## src/hw/rtl/dcpr_pkg.sv

```systemverilog
// Shared types and constants for the daisy-chain packet router.
`timescale 1ns / 1ps
package dcpr_pkg;

  // Fixed storage and addressing constants
  localparam int STORE_SLOTS = 7;
  localparam logic [7:0] ADDR_HOST  = 8'd0;
  localparam logic [7:0] ADDR_SELF  = 8'd1;
  localparam logic [7:0] ADDR_BCAST = 8'd255;
  localparam logic [7:0] RESET_CMD  = 8'h08;
  localparam logic [4:0] CODE_RGB8  = 5'd5;
  localparam logic [4:0] CODE_RGB16 = 5'd6;

  // Result kinds
  localparam logic [1:0] KIND_TX   = 2'd0;
  localparam logic [1:0] KIND_EXEC = 2'd1;
  localparam logic [1:0] KIND_RST  = 2'd2;

  // Routing of the packet in progress
  typedef enum logic [1:0] {
    ROUTE_SELF  = 2'd0,
    ROUTE_HOST  = 2'd1,
    ROUTE_BCAST = 2'd2,
    ROUTE_OTHER = 2'd3
  } route_t;

  // Framing state, one-hot
  typedef enum logic [2:0] {
    PH_ADDR = 3'b001,
    PH_CMD  = 3'b010,
    PH_PAY  = 3'b100
  } phase_t;

  // Work descriptor passed from the front to the back
  typedef struct packed {
    logic        err;
    logic        has_tx;
    logic [7:0]  tx_byte;
    logic        has_exec;
    logic [4:0]  cmd_code;
    logic [15:0] red;
    logic [15:0] green;
    logic [15:0] blue;
  } job_t;

endpackage

```

## src/hw/rtl/dcpr_front.sv

```systemverilog
// Front end: frames received bytes, routes packets and builds work descriptors.
`timescale 1ns / 1ps
module dcpr_front import dcpr_pkg::*; #(
  parameter int MAX_PAYLOAD = 7
) (
  input  logic       clk,
  input  logic       rst_n,
  input  logic       in_acc,
  input  logic       in_op,
  input  logic [7:0] in_rx_byte,
  output logic       push,
  output job_t       job
);

  phase_t      phase_r, phase_nxt;
  route_t      route_r, route_nxt;
  logic [7:0]  cmd_r, cmd_nxt;
  logic [2:0]  count_r, count_nxt;
  logic [7:0]  store_r   [MAX_PAYLOAD];
  logic [7:0]  store_nxt [MAX_PAYLOAD];
  logic [7:0]  pad       [STORE_SLOTS];
  logic        executes;
  job_t        job_base;

  assign executes = (route_r == ROUTE_SELF) || (route_r == ROUTE_BCAST);

  // Store view padded to the full slot count; missing slots read as zero
  for (genvar g = 0; g < STORE_SLOTS; g++) begin : g_pad
    if (g < MAX_PAYLOAD) begin : g_live
      assign pad[g] = store_nxt[g];
    end else begin : g_zero
      assign pad[g] = '0;
    end
  end

  // Framing and routing decisions
  always_comb begin
    phase_nxt = phase_r;
    route_nxt = route_r;
    cmd_nxt   = cmd_r;
    count_nxt = count_r;
    store_nxt = store_r;
    job_base  = '0;
    if (in_acc) begin
      if (in_op) begin
        job_base.err = 1'b1;
        phase_nxt    = PH_ADDR;
        route_nxt    = ROUTE_SELF;
        cmd_nxt      = '0;
        count_nxt    = '0;
        for (int i = 0; i < MAX_PAYLOAD; i++) store_nxt[i] = '0;
      end else begin
        case (phase_r)
          PH_CMD: begin
            cmd_nxt          = in_rx_byte;
            job_base.has_tx  = (route_r != ROUTE_SELF);
            job_base.tx_byte = in_rx_byte;
            count_nxt        = '0;
            if (in_rx_byte[2:0] == 3'd0) begin
              job_base.has_exec = executes;
              phase_nxt         = PH_ADDR;
            end else begin
              phase_nxt = PH_PAY;
            end
          end
          PH_PAY: begin
            for (int i = 0; i < MAX_PAYLOAD; i++) begin
              if (route_r != ROUTE_OTHER && count_r == 3'(i)) store_nxt[i] = in_rx_byte;
            end
            job_base.has_tx  = (route_r != ROUTE_SELF);
            job_base.tx_byte = in_rx_byte;
            count_nxt        = count_r + 3'd1;
            if (({1'b0, count_r} + 4'd1) >= {1'b0, cmd_r[2:0]}) begin
              job_base.has_exec = executes;
              phase_nxt         = PH_ADDR;
              count_nxt         = '0;
            end
          end
          default: begin
            // waiting for an address byte
            phase_nxt = PH_CMD;
            if (in_rx_byte == ADDR_SELF) begin
              route_nxt = ROUTE_SELF;
            end else if (in_rx_byte == ADDR_HOST) begin
              route_nxt        = ROUTE_HOST;
              job_base.has_tx  = 1'b1;
              job_base.tx_byte = in_rx_byte;
            end else if (in_rx_byte == ADDR_BCAST) begin
              route_nxt        = ROUTE_BCAST;
              job_base.has_tx  = 1'b1;
              job_base.tx_byte = in_rx_byte;
            end else begin
              route_nxt        = ROUTE_OTHER;
              job_base.has_tx  = 1'b1;
              job_base.tx_byte = in_rx_byte - 8'd1;
            end
          end
        endcase
      end
    end
  end

  // Colour decode from the updated store
  always_comb begin
    job          = job_base;
    job.cmd_code = cmd_nxt[7:3];
    job.red      = '0;
    job.green    = '0;
    job.blue     = '0;
    case (cmd_nxt[7:3])
      CODE_RGB8: begin
        job.red   = {8'd0, pad[0]};
        job.green = {8'd0, pad[1]};
        job.blue  = {8'd0, pad[2]};
      end
      CODE_RGB16: begin
        job.red   = {pad[1], pad[0]};
        job.green = {pad[3], pad[2]};
        job.blue  = {pad[5], pad[4]};
      end
      default: ;
    endcase
  end

  // Only items that cause results go into the queue
  assign push = in_acc && (job_base.err || job_base.has_tx || job_base.has_exec);

  always_ff @(posedge clk) begin
    if (!rst_n) begin
      phase_r <= PH_ADDR;
      route_r <= ROUTE_SELF;
      cmd_r   <= '0;
      count_r <= '0;
      for (int i = 0; i < MAX_PAYLOAD; i++) store_r[i] <= '0;
    end else begin
      phase_r <= phase_nxt;
      route_r <= route_nxt;
      cmd_r   <= cmd_nxt;
      count_r <= count_nxt;
      store_r <= store_nxt;
    end
  end

endmodule

```

## src/hw/rtl/dcpr_queue.sv

```systemverilog
// Two-entry queue of work descriptors between front and back.
`timescale 1ns / 1ps
module dcpr_queue import dcpr_pkg::*; (
  input  logic clk,
  input  logic rst_n,
  input  logic push,
  input  job_t push_job,
  output logic full,
  input  logic pop,
  output logic vld,
  output job_t head
);

  job_t       ent_r [2];
  logic       wr_ptr_r, rd_ptr_r;
  logic [1:0] cnt_r;

  assign full = (cnt_r == 2'd2);
  assign vld  = (cnt_r != 2'd0);
  assign head = ent_r[rd_ptr_r];

  // Entry storage, no reset needed
  always_ff @(posedge clk) begin
    if (push) ent_r[wr_ptr_r] <= push_job;
  end

  // Pointers and fill count
  always_ff @(posedge clk) begin
    if (!rst_n) begin
      wr_ptr_r <= 1'b0;
      rd_ptr_r <= 1'b0;
      cnt_r    <= '0;
    end else begin
      if (push) wr_ptr_r <= ~wr_ptr_r;
      if (pop)  rd_ptr_r <= ~rd_ptr_r;
      cnt_r <= cnt_r + {1'b0, push} - {1'b0, pop};
    end
  end

`ifndef SYNTH
  a_no_overflow: assert property (@(posedge clk) disable iff (!rst_n)
    push |-> (!full || pop)) else $error("queue overflow");
  a_no_underflow: assert property (@(posedge clk) disable iff (!rst_n)
    pop |-> vld) else $error("queue underflow");
  a_count_range: assert property (@(posedge clk) disable iff (!rst_n)
    cnt_r != 2'd3) else $error("queue count out of range");
`endif

endmodule

```

## src/hw/rtl/dcpr_back.sv

```systemverilog
// Back end: expands work descriptors into result transfers through an output register.
`timescale 1ns / 1ps
module dcpr_back import dcpr_pkg::*; (
  input  logic        clk,
  input  logic        rst_n,
  input  logic        q_vld,
  input  job_t        q_head,
  output logic        q_pop,
  output logic        out_valid,
  input  logic        out_stall,
  output logic [1:0]  out_kind,
  output logic [7:0]  out_tx_byte,
  output logic [4:0]  out_cmd_code,
  output logic [15:0] out_red_level,
  output logic [15:0] out_green_level,
  output logic [15:0] out_blue_level,
  output logic        out_last
);

  logic [1:0]  step_r, step_nxt;
  logic        valid_r, valid_nxt;
  logic        load, last_step;
  logic [1:0]  kind_r, kind_nxt;
  logic [7:0]  tx_r, tx_nxt;
  logic [4:0]  code_r, code_nxt;
  logic [15:0] red_r, red_nxt, green_r, green_nxt, blue_r, blue_nxt;
  logic        last_r;

  assign load = q_vld && (!valid_r || !out_stall);

  // Last result of the descriptor at the head
  always_comb begin
    if (q_head.err) last_step = (step_r == 2'd2);
    else            last_step = (step_r == 2'd1) || !(q_head.has_tx && q_head.has_exec);
  end

  assign q_pop    = load && last_step;
  assign step_nxt = q_pop ? 2'd0 : (load ? step_r + 2'd1 : step_r);

  // Result selection for the current step
  always_comb begin
    kind_nxt  = KIND_TX;
    tx_nxt    = '0;
    code_nxt  = '0;
    red_nxt   = '0;
    green_nxt = '0;
    blue_nxt  = '0;
    if (q_head.err) begin
      case (step_r)
        2'd0:    tx_nxt = ADDR_BCAST;
        2'd1:    tx_nxt = RESET_CMD;
        default: kind_nxt = KIND_RST;
      endcase
    end else if (step_r == 2'd0 && q_head.has_tx) begin
      tx_nxt = q_head.tx_byte;
    end else begin
      kind_nxt  = KIND_EXEC;
      code_nxt  = q_head.cmd_code;
      red_nxt   = q_head.red;
      green_nxt = q_head.green;
      blue_nxt  = q_head.blue;
    end
  end

  assign valid_nxt = load ? 1'b1 : (valid_r && out_stall);

  always_ff @(posedge clk) begin
    if (!rst_n) begin
      valid_r <= 1'b0;
      step_r  <= '0;
    end else begin
      valid_r <= valid_nxt;
      step_r  <= step_nxt;
    end
  end

  // Output register payload
  always_ff @(posedge clk) begin
    if (load) begin
      kind_r  <= kind_nxt;
      tx_r    <= tx_nxt;
      code_r  <= code_nxt;
      red_r   <= red_nxt;
      green_r <= green_nxt;
      blue_r  <= blue_nxt;
      last_r  <= last_step;
    end
  end

  assign out_valid       = valid_r;
  assign out_kind        = kind_r;
  assign out_tx_byte     = tx_r;
  assign out_cmd_code    = code_r;
  assign out_red_level   = red_r;
  assign out_green_level = green_r;
  assign out_blue_level  = blue_r;
  assign out_last        = last_r;

`ifndef SYNTH
  a_step_normal: assert property (@(posedge clk) disable iff (!rst_n)
    (q_vld && !q_head.err) |-> (step_r != 2'd2 && step_r != 2'd3))
    else $error("normal descriptor beyond two results");
  a_err_advance: assert property (@(posedge clk) disable iff (!rst_n)
    (load && q_head.err && step_r == 2'd0) |=> (step_r == 2'd1))
    else $error("error sequence did not advance");
  a_hold_stalled: assert property (@(posedge clk) disable iff (!rst_n)
    (valid_r && out_stall) |-> !load)
    else $error("output register overwritten while stalled");
`endif

endmodule

```

## src/hw/rtl/daisy_chain_packet_router.sv

```systemverilog
// A result passes through a queue entry and then the output register before it is offered.
// Throughput: one byte per cycle; the back emits one result per cycle, so a byte that
// causes two results, or an error byte (three results), holds the front off via the
// two-entry queue. Output stalls do not stop the front until the queue fills.
// Reset: synchronous active-low rst_n clears framing state, payload store and queue.
`timescale 1ns / 1ps
module daisy_chain_packet_router import dcpr_pkg::*; #(
  parameter int MAX_PAYLOAD = 7
) (
  input  logic        clk,
  input  logic        rst_n,
  input  logic        in_valid,
  output logic        in_stall,
  input  logic        in_op,
  input  logic [7:0]  in_rx_byte,
  output logic        out_valid,
  input  logic        out_stall,
  output logic [1:0]  out_kind,
  output logic [7:0]  out_tx_byte,
  output logic [4:0]  out_cmd_code,
  output logic [15:0] out_red_level,
  output logic [15:0] out_green_level,
  output logic [15:0] out_blue_level,
  output logic        out_last
);

  logic in_acc, push, full, pop, q_vld;
  job_t push_job, head;

  assign in_stall = full;
  assign in_acc   = in_valid && !in_stall;

  // Framing and routing front
  dcpr_front #(.MAX_PAYLOAD(MAX_PAYLOAD)) u_front (
    .clk        (clk),
    .rst_n      (rst_n),
    .in_acc     (in_acc),
    .in_op      (in_op),
    .in_rx_byte (in_rx_byte),
    .push       (push),
    .job        (push_job)
  );

  // Decoupling queue
  dcpr_queue u_queue (
    .clk      (clk),
    .rst_n    (rst_n),
    .push     (push),
    .push_job (push_job),
    .full     (full),
    .pop      (pop),
    .vld      (q_vld),
    .head     (head)
  );

  // Result sequencer and output register
  dcpr_back u_back (
    .clk             (clk),
    .rst_n           (rst_n),
    .q_vld           (q_vld),
    .q_head          (head),
    .q_pop           (pop),
    .out_valid       (out_valid),
    .out_stall       (out_stall),
    .out_kind        (out_kind),
    .out_tx_byte     (out_tx_byte),
    .out_cmd_code    (out_cmd_code),
    .out_red_level   (out_red_level),
    .out_green_level (out_green_level),
    .out_blue_level  (out_blue_level),
    .out_last        (out_last)
  );

endmodule

```

## config.mk

```make
export PLATFORM = sky130hd
export DESIGN_NAME = daisy_chain_packet_router
export DESIGN_NICKNAME = d
export VERILOG_FILES = /design/src/hw/rtl/dcpr_pkg.sv /design/src/hw/rtl/dcpr_front.sv /design/src/hw/rtl/dcpr_queue.sv /design/src/hw/rtl/dcpr_back.sv /design/src/hw/rtl/daisy_chain_packet_router.sv
export SDC_FILE = /design/constraint.sdc
export NUM_CORES = 1
export LEC_CHECK = 0
export ABC_CLOCK_PERIOD_IN_PS = 12400
export BUFFER_PORTS_ARGS = -buffer_cell sky130_fd_sc_hd__buf_2
export CAP_MARGIN = 20
export CORE_MARGIN = 2
export CORE_UTILIZATION = 45
export DETAILED_ROUTE_END_ITERATION = 12
export SKIP_CTS_REPAIR_TIMING = 1
export SYNTH_ARGS = -nofsm -noshare
export SYNTH_HDL_FRONTEND = slang
export SYNTH_HIERARCHICAL = 1
export SYNTH_SLANG_ARGS = --single-unit
```

## constraint.sdc

```tcl
create_clock -name clk -period 12.4 [get_ports clk]
set_clock_uncertainty 0.15 [all_clocks]
set_input_delay 0.62 -clock clk [delete_from_list [all_inputs] [get_ports clk]]
set_output_delay 0.62 -clock clk [all_outputs]
set_load 0.02 [all_outputs]
```

# After elaboration in Yosys (flattened, before gate mapping)
# Memories as Yosys holds them, arrays and structs flattened. A register that Yosys moved wholly into a read port is not among the register bits.
# Index checks and enable logic that the tools add are counted.
[classes] addsub=6 order_cmp=1 eq_ne=19 n_mux=48 bitwise=3 reduce_logical=43
[op_table] operator="2-to-1 mux 56 bit" count=3
[op_table] operator="2-to-1 mux 8 bit" count=13
[op_table] operator="case mux 48 bit (2 select lines)" count=1
[op_table] operator="2-to-1 mux 9 bit" count=3
[op_table] operator="case mux 8 bit (2 select lines)" count=1
[op_table] operator="2-to-1 mux 3 bit" count=5
[op_table] operator="logical AND 1 bit" count=14
[op_table] operator="equality test 3 bit, second input constant" count=4
[op_table] operator="2-to-1 mux 2 bit" count=6
[op_table] operator="case mux 3 bit (2 select lines)" count=2
[op_table] operator="2-to-1 mux 1 bit" count=11
[op_table] operator="2-to-1 mux 11 bit" count=1
[op_table] operator="equality test 5 x 3 -> 1 bit, second input constant" count=2
[op_table] operator="2-to-1 mux 10 bit" count=1
[op_table] operator="nonzero test 2 bit" count=5
[op_table] operator="equality test 3 x 2 -> 1 bit, second input constant" count=3
[op_table] operator="equality test 8 x 1 -> 1 bit, second input constant" count=1
[op_table] operator="equality test 8 bit, second input constant" count=1
[op_table] operator="logical NOT 8 bit" count=1
[op_table] operator="AND reduction 2 bit" count=4
[op_table] operator="OR reduction 2 bit" count=4
[op_table] operator="subtractor 8 x 1 -> 8 bit, second input constant" count=1
[op_table] operator="equality test 2 bit, second input constant" count=3
[op_table] operator="logical NOT 3 bit" count=2
[op_table] operator="18 further kinds" count=28
[word_totals] regBits=143 ram_bits=128 input_bits=13 output_inout_bits=66 elab_cells=145 memories=1
[memory_table] name="u_queue.ent_r" words=2 width=64 rd=1 rd_clocked_by_memory_dff=1 write_ports=1 line_no="dcpr_queue.sv:14" rtl="job_t ent_r [2];"

# Longest topological paths before layout
[logic_depth] depth_word=12 depth_mapped=12

# Hierarchy
# Netlist, hierarchy kept.
[modules_own_cells] module="dcpr_queue" n_inst=1 cells_each=220 area_each_um2=5148.7 seq_area_each_um2=3943.8
[modules_own_cells] module="dcpr_front" n_inst=1 cells_each=547 area_each_um2=4371.7 seq_area_each_um2=1281.2
[modules_own_cells] module="dcpr_back" n_inst=1 cells_each=163 area_each_um2=2587.5 seq_area_each_um2=1981.9
[modules_own_cells] module="daisy_chain_packet_router" n_inst=1 cells_each=1 area_each_um2=13.8 seq_area_each_um2=0.0

# Worst setup path before layout
# OpenSTA, ideal clock, no wires.
[synth_timing] kind="register to register" start="register u_front.count_r[0]" end="memory u_queue/ent_r[0][0] (netlist name), enable pin" t_arrival_ns=4.678 required_time_ns=11.755 slack_ns=7.077 stages_incl_launch_ff=11 path_buffers=0 cell_sequence="dfxtp_1 > ha_1 > ha_1 > inv_1 > ha_1 > o21ai_0 > a21oi_1 > nor2_1 > nor3_1 > o31a_1 > nor2b_1"
[synth_rtl] element="start, declared" line_no="dcpr_front.sv:18" rtl="logic [2:0] count_r, count_nxt;"
[synth_rtl] element="start signal, assigned" line_no="dcpr_front.sv:139" rtl="count_r <= count_nxt;"
[synth_rtl] element="end, declared" line_no="dcpr_queue.sv:14"

==> metrics.md <==
| Metric | Value |
|---|---|
| Status | completed |
| # fillers | 2337 |
| Hold path start | out_stall |
| Final hold viol count | 0 |
| Number of buffers added on ports | 78 |
| CP Cell Sequence | nor2b_1 > nor2b_4 > buf_4 > nand2b_1 > nor2_1 > o21ai_0 > nor3_1 > o31a_1 > nor2b_4 > buf_4 |
| CP Launch Type | register |
| Net count after synthesis | 961 |
| Initial antenna violation count | 0 |
| Post-synth EDFFs | 192 |
| Area occupied by multi-input gates | 4440 sq um |
| Skew-Pair Late Insertion Delay | 0.54 ns |
| Cells after Synth | 931 |
| Crit-path max FO | 54 |
| Ys Warns | 6 |
| Vias/cell | 5.37 |
| CTS Root Cell | clkbuf_16 |
| Worst stage delay on the critical path | 0.78 ns |
| Die X-Extent | 168 um |
| HPWL after DPL | 15600 um |
| Post-DRT Antenna Nets | 0 |
| Leak Pwr | 4.94 nW |
| Post-synthesis cell type count | 70 |
| Clock-pin slew on the worst setup and hold paths | 0.06 ns |
| Sequential share of the synthesized area | 59.5% |
| Setup Viol. Count Final | 0 |
| Die footprint | 28300 sq um |
| Share of flip-flops with an asynchronous set or reset | 0% |
| Ant diodes | 0 |
| Crit path DAT | 4.04 ns |
| Most frequent cells in the layout | 192 x edfxtp_1, 78 x buf_2, 76 x and2_1, 71 x nor2_1, 71 x dfxtp_1 |
| Num CTS Buffers | 28 |
| Area delta synth->final | 12.4% |
| Worst r2r dst | u_queue/ent_r[0][27] |
| Max Fclk | 249 MHz |
| RSZ-0062 raised after global routing | no |
| First DRT Iteration DRCs | 470 |
| Avg WL per Cell | 18.3 um |
| CTS tree | built |
| Cell count of the worst reg-to-reg path | 10 |
| Routability cong. | 0.849 |
| H-Tree Depth | 1 |
| CP max-delay cell | nor2b_4 |
| Post-Syn Area | 12100 sq um |
| Register area | 7210 sq um |
| Synth Flop Type | edfxtp_1 |
| Worst hold path type | primary input to register |
| Hold Path Depth | 3 |
| 1st-pass router iterations | 7 |
| Core Area | 26700 sq um |
| CP Capture Type | register |
| Die height | 168 um |
| Period utilization | 32.4% |
| Total chip power | 2.77 mW |
| Kind of critical path | register to register |
| Row count | 60 |
| Number of global-route vias before repair | 6976 |
| Fraction of layout cells with a size suffix above 1 | 21.8% |
| Post-synthesis sequential element count | 264 |
| CTS max path bufs | 3 |
| Max-Cap Viols | 0 |
| Slew headroom | 39.2% |
| Register-to-register setup slack | 8.38 ns |
| Ports | 79 |
| Effective utilization at floorplan | 45.4% |
| Post-layout net count | 1020 |
| Final min period | 4.02 ns |
| Vias | 7263 |
| Largest net degree at the start of global routing | 78 |
| Most common cell after layout, fill and taps aside | edfxtp_1 |
| Worst-case vdd ir drop | 259 uV |
| Required @ worst endpoint | 12.42 ns |
| Slew @ Worst Pin | 0.911 ns |
| Clock Sinks | 264 |
| PwrDens | 204 nW/um^2 |
| Final Max Slew Viols | 0 |
| Total global routing overflow | 0 |
| Hold Path Sink | u_back/out_valid |
| First-pass GRT wire length | 39000 um |
| Syn Area/Cell | 13.0 sq um |
| WL final | 24800 um |
| Total track usage | 17.4% |
| Critical R2R Launch | u_queue/cnt_r[1] |
| Setup TNS | 0 ns |
| # DRC | 0 |
## layout make-up
type | instances | share of cell area, %
Inverter | 24 | 0.661
Clock inverter | 14 | 1.35
Multi-Input combinational cell | 583 | 32.6
Clock buffer | 38 | 5.86
Sequential cell | 264 | 52.9
Timing Repair Buffer | 89 | 3.47
Tap cell | 341 | 3.13
## logic make-up (layout without fill, tap and decap cells)
logic type | Yosys count | count (layout) | synth area share [%]
compound gates | 161 | 161 | 9.73
xor+xnor | 6 | 6 | 0.547
fa+ha+maj | 17 | 17 | 1.75
buf+inv | 84 | 165 | 4.11
flops | 264 | 264 | 59.5
mux | 95 | 95 | 10.4
simple gates | 304 | 304 | 14.0
## flip-flops by register name, indices dropped and copies added, names as in the netlist, 3 cells and up, named ones only
register	flops
u_back/out_cmd_code	5
u_back/out_blue_level	16
u_front/count_r	3
u_back/out_green_level	16
u_front/cmd_r	8
u_front/store_r	48
u_front/phase_r	3
u_back/out_tx_byte	8
u_back/out_red_level	16
u_queue/ent_r	128
## metrics by stage
stage / std cells / cell area (sq um) / setup WS [ns] / utilization (%) / hold slack, ns
after CTS: 1353 / 13600 / 8.36 / 51.0 / 0.234
after detailed placement: 1301 / 12600 / 8.13 / 47.3 / 0.333
after floorplan: 931 / 12100 / 7.08 / - / 0.313
final: 1353 / 13600 / 8.38 / 51.0 / 0.257
after global placement: 1301 / 12600 / 8.20 / 47.3 / 0.326
after global routing: 1353 / 13600 / 8.03 / 51.0 / 0.294
## routing by layer
layer | GRT usage [%] | vias to the layer above | wire length [um]
met3 | 3.06 | 38 | 1380
met2 | 27.8 | 182 | 11400
met5 | 0 | - | 0
li1 | - | 3520 | -
met1 | 24.5 | 3523 | 11500
met4 | 4.91 | 0 | 522
## worst max-delay path, delay by kind of cell (launching register included)
family	cells	cell delay, ns
simple gates	6	1.74
buf+inv	2	1.03
flops	1	0.33
compound gates	2	0.33
## synth_stat cells, types with 3 or more instances
cell type | instances | area [sq um]
and3_1 | 4 | 25.0
nor3b_1 | 9 | 67.6
edfxtp_1 | 192 | 5770
o31ai_1 | 9 | 67.6
mux2_2 | 5 | 56.3
ha_1 | 17 | 213
inv_1 | 24 | 90.1
buf_12 | 6 | 120
nor3_1 | 14 | 70.1
clkbuf_1 | 27 | 101
a2bb2oi_1 | 29 | 254
a311oi_1 | 3 | 26.3
o21ai_0 | 15 | 75.1
a22oi_1 | 5 | 37.5
nor2b_1 | 62 | 388
nand4_1 | 3 | 18.8
mux2_4 | 60 | 901
nand2_1 | 28 | 105
a31oi_1 | 13 | 81.3
buf_6 | 7 | 78.8
xnor2_1 | 3 | 26.3
dfxtp_1 | 72 | 1440
nand3b_1 | 6 | 45.0
a21boi_0 | 12 | 90.1
or2_2 | 4 | 25.0
nor2_1 | 71 | 267
and2_1 | 77 | 482
o31a_1 | 10 | 87.6
mux2i_1 | 30 | 300
buf_4 | 4 | 30.0
clkbuf_2 | 4 | 20.0
nand3_1 | 11 | 55.1
o22ai_1 | 7 | 43.8
buf_2 | 10 | 50.1
a21oi_1 | 30 | 150
a22o_1 | 6 | 52.6
## worst max path at each step
stage	start	to	slack, ns	depth (start not counted)
after CTS	u_queue/cnt_r[1]	u_queue/ent_r[0][12]	8.36	10
final	u_queue/cnt_r[1]	u_queue/ent_r[0][27]	8.38	10
after global routing	u_queue/cnt_r[1]	u_queue/ent_r[0][11]	8.03	10
after global placement	in_valid	u_queue/ent_r[0][12]	8.20	10
after floorplan	u_front/count_r[0]	u_queue/ent_r[0][0]	7.08	10
after detailed placement	in_valid	u_queue/ent_r[0][12]	8.13	10
## where the power goes
| part | internal (mW) | leakage (nW) | switching, mW |
|---|---|---|---|
| sequential | 1.16 | 2.43 | 0.0623 |
| combinational | 0.283 | 2.02 | 0.399 |
| clock | 0.534 | 0.489 | 0.337 |
Power figures use the tool's default switching activity.
